**config.mk**
```make
export PLATFORM = sky130hd
export DESIGN_NAME = xxh64_lane
export DESIGN_NICKNAME = d
export VERILOG_FILES = /design/src/rtl/core/xxh64_pkg.sv /design/src/rtl/core/xxh64_mul.sv /design/src/rtl/core/xxh64_lane.sv
export SDC_FILE = /design/constraint.sdc
export NUM_CORES = 2
export LEC_CHECK = 0
export ABC_AREA = 1
export BUFFER_PORTS_ARGS = -buffer_cell sky130_fd_sc_hd__buf_2
export CORE_UTILIZATION = 50
export DETAILED_ROUTE_END_ITERATION = 8
export GPL_ROUTABILITY_DRIVEN = 0
export PLACE_DENSITY_LB_ADDON = 0.08
export SKIP_CTS_REPAIR_TIMING = 1
export SLEW_MARGIN = 20
export SYNTH_ARGS = -nofsm -noshare
export SYNTH_HDL_FRONTEND = slang
export SYNTH_HIERARCHICAL = 1
export SYNTH_SLANG_ARGS = --single-unit
```
**constraint.sdc**
```tcl
create_clock -name i_clk -period 16.8 [get_ports i_clk]
set_input_delay 2.52 -clock i_clk [delete_from_list [all_inputs] [get_ports i_clk]]
set_output_delay 2.52 -clock i_clk [all_outputs]
set_load 0.02 [all_outputs]
```
**src/rtl/core/xxh64_pkg.sv**
```systemverilog
// shared constants, types and helpers for the xxh64 digest engine
`timescale 1ns / 1ps

package xxh64_pkg;

    // xxh64 primes
    localparam logic [63:0] PRIME1 = 64'd11400714785074694791;
    localparam logic [63:0] PRIME2 = 64'd14029467366897019727;
    localparam logic [63:0] PRIME3 = 64'd1609587929392839161;
    localparam logic [63:0] PRIME4 = 64'd9650029242287828579;
    localparam logic [63:0] PRIME5 = 64'd2870177450012600261;

    localparam int NUM_LANES = 4;
    localparam logic [5:0] STRIPE_BYTES = 6'd32;

    // four 64-bit words, word 0 in the low bits
    typedef logic [NUM_LANES-1:0][63:0] t_quad;

    // lane operations
    typedef enum logic [1:0] {
        LOP_ROUND,
        LOP_MIXA,
        LOP_MIXW
    } t_lane_op;

    typedef struct packed {
        logic     go;
        t_lane_op op;
    } t_lane_cmd;

    // top-level control states
    typedef enum logic [3:0] {
        S_IDLE,
        S_ROUND_GO,
        S_ROUND_WAIT,
        S_MIXA_GO,
        S_MIXA_WAIT,
        S_MIXW_GO,
        S_MIXW_WAIT,
        S_FIN_GO,
        S_FIN_WAIT,
        S_PUSH
    } t_state;

    // finalizer states
    typedef enum logic [3:0] {
        F_IDLE,
        F_MERGE,
        F_LEN,
        F_WORD,
        F_HALF_A,
        F_HALF_B,
        F_BYTE_A,
        F_BYTE_B,
        F_AV1,
        F_AV2,
        F_DONE
    } t_fstate;

    // rotate left by a constant amount in 1..63
    function automatic logic [63:0] rotl64(input logic [63:0] x, input int r);
        logic [127:0] d;
        d = {x, x} << r;
        return d[127:64];
    endfunction

endpackage

```
**src/rtl/core/xxh64_mul.sv**
```systemverilog
// two-stage 64x64 multiplier, low 64 bits of the product
`timescale 1ns / 1ps

module xxh64_mul
    import xxh64_pkg::*;
(
    input  logic        i_clk,
    input  logic [63:0] i_a,
    input  logic [63:0] i_b,
    output logic [63:0] o_p
);

    logic [63:0] r_ll;
    logic [31:0] r_x;
    logic [63:0] w_ll;
    logic [31:0] w_x;

    // partial products: low x low in full, cross terms only in their low half
    assign w_ll = {32'b0, i_a[31:0]} * {32'b0, i_b[31:0]};
    assign w_x  = i_a[31:0] * i_b[63:32] + i_a[63:32] * i_b[31:0];

    always_ff @(posedge i_clk) begin
        r_ll <= w_ll;
        r_x  <= w_x;
    end

    // recombine
    assign o_p = r_ll + {r_x, 32'b0};

endmodule

```
**src/rtl/core/xxh64_lane.sv**
```systemverilog
// one lane: accumulator and round unit with its own multiplier
`timescale 1ns / 1ps

module xxh64_lane
    import xxh64_pkg::*;
(
    input  logic        i_clk,
    input  logic        i_rst_n,
    input  logic        i_load,
    input  logic [63:0] i_init,
    input  t_lane_cmd   i_cmd,
    input  logic [63:0] i_word,
    output logic [63:0] o_acc,
    output logic [63:0] o_mixa,
    output logic [63:0] o_mixw,
    output logic        o_done
);

    logic        r_busy;
    logic [1:0]  r_ph;
    t_lane_op    r_op;
    logic [63:0] r_acc;
    logic [63:0] r_mixa;
    logic [63:0] r_mixw;
    logic [63:0] r_t;
    logic [63:0] w_y;
    logic [63:0] w_base;
    logic [63:0] w_ma;
    logic [63:0] w_mb;
    logic [63:0] w_prod;

    // operand and base of the round for the current op
    always_comb begin
        case (r_op)
            LOP_ROUND: begin
                w_y    = i_word;
                w_base = r_acc;
            end
            LOP_MIXA: begin
                w_y    = r_acc;
                w_base = 64'd0;
            end
            default: begin
                w_y    = i_word;
                w_base = 64'd0;
            end
        endcase
    end

    // first multiply by prime two, second by prime one
    assign w_ma = r_ph[1] ? r_t : w_y;
    assign w_mb = r_ph[1] ? PRIME1 : PRIME2;

    xxh64_mul u_mul (
        .i_clk (i_clk),
        .i_a   (w_ma),
        .i_b   (w_mb),
        .o_p   (w_prod)
    );

    // phase sequencer
    always_ff @(posedge i_clk) begin
        if (!i_rst_n) begin
            r_busy <= 1'b0;
            r_ph   <= 2'd0;
            r_op   <= LOP_ROUND;
        end else if (i_cmd.go) begin
            r_busy <= 1'b1;
            r_ph   <= 2'd0;
            r_op   <= i_cmd.op;
        end else if (r_busy) begin
            r_ph <= r_ph + 2'd1;
            if (r_ph == 2'd3) begin
                r_busy <= 1'b0;
            end
        end
    end

    // accumulator and mix results
    always_ff @(posedge i_clk) begin
        if (!i_rst_n) begin
            r_acc <= 64'd0;
        end else if (i_load) begin
            r_acc <= i_init;
        end else if (o_done && r_op == LOP_ROUND) begin
            r_acc <= w_prod;
        end
        if (r_busy && r_ph == 2'd1) begin
            r_t <= rotl64(w_base + w_prod, 31);
        end
        if (o_done && r_op == LOP_MIXA) begin
            r_mixa <= w_prod;
        end
        if (o_done && r_op == LOP_MIXW) begin
            r_mixw <= w_prod;
        end
    end

    assign o_done = r_busy && (r_ph == 2'd3);
    assign o_acc  = r_acc;
    assign o_mixa = r_mixa;
    assign o_mixw = r_mixw;

endmodule

```
==> reports/results.ini <==
[timing]
timing.final.setup_violations=0
maxSlewViolCount=0
slew_headroom=0.199
fin_skew_ps=49.3
grt_setup_unrepaired=false
final_cycle_utilization_of_the_critical_path=0.655
timing_worst_slew_pin_value_ps=1190
totalNegativeSetupSlack_ps=0
layout_min_cycle_time_ps=11000
fmaxAchievable_mhz=90.9
finalHoldViolations=0

[hold_path]
hold_class=register to register

[synthesis]
synth_enable_flop_cells=192
synth.largest_area_cell=sky130_fd_sc_hd__fa_1
synth_top_cells_by_area=sky130_fd_sc_hd__fa_1, sky130_fd_sc_hd__inv_1, sky130_fd_sc_hd__nand2_1, sky130_fd_sc_hd__ha_1, sky130_fd_sc_hd__edfxtp_1
synth_sequential_area_ratio=0.103
synthesis.yosys.warnings=6
postSynthAreaPerCell_um2=7.62
postSynth.asyncResetShare=0
post_synth_inst_count=11600
postSynth.topFlopCell=sky130_fd_sc_hd__edfxtp_1
synth_area_um2=88500
yosysUniqueCellTypes=57
ys_seq_elements=357
synth_largest_type_area_fraction=0.400

[setup_path]
crit_path_top_delay_cell=sky130_fd_sc_hd__xor2_1
crit_type=register to register
path_delay_family=adder cells
cp_common_cell=sky130_fd_sc_hd__fa_1
biggest_cell_delay_along_the_critical_path_ps=820
regToRegSetupSlack_ps=5800
critPathCaptureType=register
crit_required_ps=17180
worstPathMaxFanout=116
worst-endpoint-arrival_ps=11380
timing.critical_path.from_type=register
timing.critical_path.buf_inv=10

[drt]
wl_per_cell_um=21.4
num_vias=71900
detailedRoute.firstPassIterationCount=5
totalWireLength_um=299000
vias_per_cell=5.13
drcViolationCount=0
dr.first_iter.drc_count=6081
ant_nets=0

[clock_tree]
tritoncts_num_sinks=357
cts_tree=built
cts-root-buf=sky130_fd_sc_hd__clkbuf_16
clock_network_latency_to_the_later_pin_of_the_worst_skew_pair_ps=610
tritoncts.num_buffers=38
clockBufferDepth=3
clock_edge_transition_at_the_registers_on_the_reported_setup_and_hold_paths_ps=70
cts.htree.levels=2

[finish]
layout.core_utilization=0.534
design.final.nets=14100
final_area_um2=94000
syn2layout_area_growth_pct=6.21
drive_above_1_share=0.0591

[flow_run]
max_cap_viol_count=0

[grt]
wire_length_of_the_first_global_routing_pass_um=458000
grt_start_max_net_pins=141
globalRouteOverflowTotal=0
number_of_antenna_violations_at_the_first_check_in_global_routing=15
first_global_vias=75900
grt.total_usage=0.342

[placement]
placed_area_um2=92700
io_buffer_count=326
hpwlAfterDp_um=240000

[floorplanning]
io_pins=327
die_w_um=423
floorplan.die.height_um=423
num_rows=154
fp.dieArea_um2=179000
core_area_um2=176000
floorplan.initialDensity=0.503

[outcome]
outcome=completed

## cell type report
| type | count | area, µm² |
|---|---|---|
| antenna | 11 | 27.5 |
| clock buffer | 52 | 1060 |
| clock inverter | 17 | 136 |
| fill | 17000 | 82000 |
| inverter | 3532 | 13300 |
| multi-input combinational | 7239 | 64800 |
| sequential | 357 | 9070 |
| tap | 2340 | 2930 |
| timing repair buffer | 451 | 2630 |
## cells in the final DEF, fill, tap and decap left out, types with 6 or more instances in the layout
| master | count |
|---|---|
| sky130_fd_sc_hd__o21bai_1 | 14 |
| sky130_fd_sc_hd__nand2_2 | 41 |
| sky130_fd_sc_hd__xnor2_1 | 59 |
| sky130_fd_sc_hd__a31oi_4 | 41 |
| sky130_fd_sc_hd__clkbuf_16 | 39 |
| sky130_fd_sc_hd__a31oi_2 | 12 |
| sky130_fd_sc_hd__inv_1 | 3515 |
| sky130_fd_sc_hd__clkinv_2 | 6 |
| sky130_fd_sc_hd__clkbuf_1 | 9 |
| sky130_fd_sc_hd__nor2_1 | 367 |
| sky130_fd_sc_hd__ha_1 | 614 |
| sky130_fd_sc_hd__inv_2 | 14 |
| sky130_fd_sc_hd__nand2_1 | 3345 |
| sky130_fd_sc_hd__a21oi_1 | 191 |
| sky130_fd_sc_hd__o21a_1 | 13 |
| sky130_fd_sc_hd__nand4_1 | 26 |
| sky130_fd_sc_hd__xor2_1 | 149 |
| sky130_fd_sc_hd__nor4_1 | 7 |
| sky130_fd_sc_hd__nand3_1 | 136 |
| sky130_fd_sc_hd__nand3b_1 | 11 |
| sky130_fd_sc_hd__a31oi_1 | 85 |
| sky130_fd_sc_hd__diode_2 | 11 |
| sky130_fd_sc_hd__nor2_2 | 31 |
| sky130_fd_sc_hd__o21ai_1 | 10 |
| sky130_fd_sc_hd__buf_4 | 121 |
| sky130_fd_sc_hd__o21ai_0 | 136 |
| sky130_fd_sc_hd__buf_2 | 325 |
| sky130_fd_sc_hd__fa_1 | 1768 |
| sky130_fd_sc_hd__dfxtp_1 | 164 |
| sky130_fd_sc_hd__nor3_1 | 30 |
| sky130_fd_sc_hd__a21o_1 | 15 |
| sky130_fd_sc_hd__edfxtp_1 | 192 |
| sky130_fd_sc_hd__conb_1 | 74 |
| sky130_fd_sc_hd__nand3_2 | 11 |
## Yosys cell counts, drive strengths merged (2+ instances only)
cell    number
dfxtp      165
conb         2
nor2       400
buf        222
inv       3531
o21bai      15
clkbuf     323
xnor2       59
a21boi       6
a211oi       3
or2          3
xor2       149
ha         614
a21oi      194
o21ai      149
fa        1768
nand3      147
o211ai       7
o21a        13
nor4         9
o221ai       5
a31oi      138
nor3        36
nand3b      11
nand4       26
and3         2
a21o        15
nand2     3386
edfxtp     192
## worst reg2reg max path, delay by kind of cell, from the launching register on
| family | cells | cell delay, ps |
|---|---|---|
| adders and majority gates | 11 | 5050 |
| xor gates and xnor gates | 1 | 820 |
| buffers and inverters | 10 | 3320 |
| AOI/OAI and AO/OA | 5 | 940 |
| and+or+nand+nor | 1 | 150 |
| DFF | 1 | 500 |
## metrics by stage
stage,instances,worst slack [ps],hold WS [ps]
finish,14000,5800,546
global route,14000,5330,560
CTS,14000,5930,547
detailed placement,13900,5360,539
global placement,13900,5270,524
floorplan,11700,6690,465
## state kept, by name, indices dropped and copies added, names as in the netlist
register    cells
o_acc          64
r_ph            2
r_t            64
u_mul/r_ll     64
o_mixa         64
o_mixw         64
r_op            2
u_mul/r_x      32
r_busy          1
## routing by layer
| metal | wire [µm] | global-route usage | vias up |
|---|---|---|---|
| met1 | 116000 | 0.431 | 35800 |
| li1 | - | - | 32700 |
| met5 | 38 | 0 | - |
| met2 | 138000 | 0.551 | 2742 |
| met4 | 19100 | 0.183 | 6 |
| met3 | 26000 | 0.0737 | 632 |
## path summary, 6_finish.rpt
path	startpoint	to	cells after the start
setup / recovery	r_ph[1]	u_mul/r_x[16]	28
hold / removal	r_op[1]	r_op[1]	2
setup reg to reg	r_ph[1]	u_mul/r_x[16]	28
hold reg to reg	r_op[1]	r_op[1]	2
## cells by family after synthesis
| logic type | after synthesis | synth area share |
|---|---|---|
| XOR/XNOR | 208 | 0.0206 |
| flip-flops | 357 | 0.103 |
| other | 2 | 0.0000849 |
| adder cells (fa/ha/maj) | 2382 | 0.487 |
| AND/OR/NAND/NOR | 4022 | 0.178 |
| buffers and inverters | 4077 | 0.176 |
| AO/OA/AOI/OAI | 553 | 0.0361 |
Power is not shown: default switching activity piles up to over one toggle a cycle in this logic, so the estimate is an artifact.
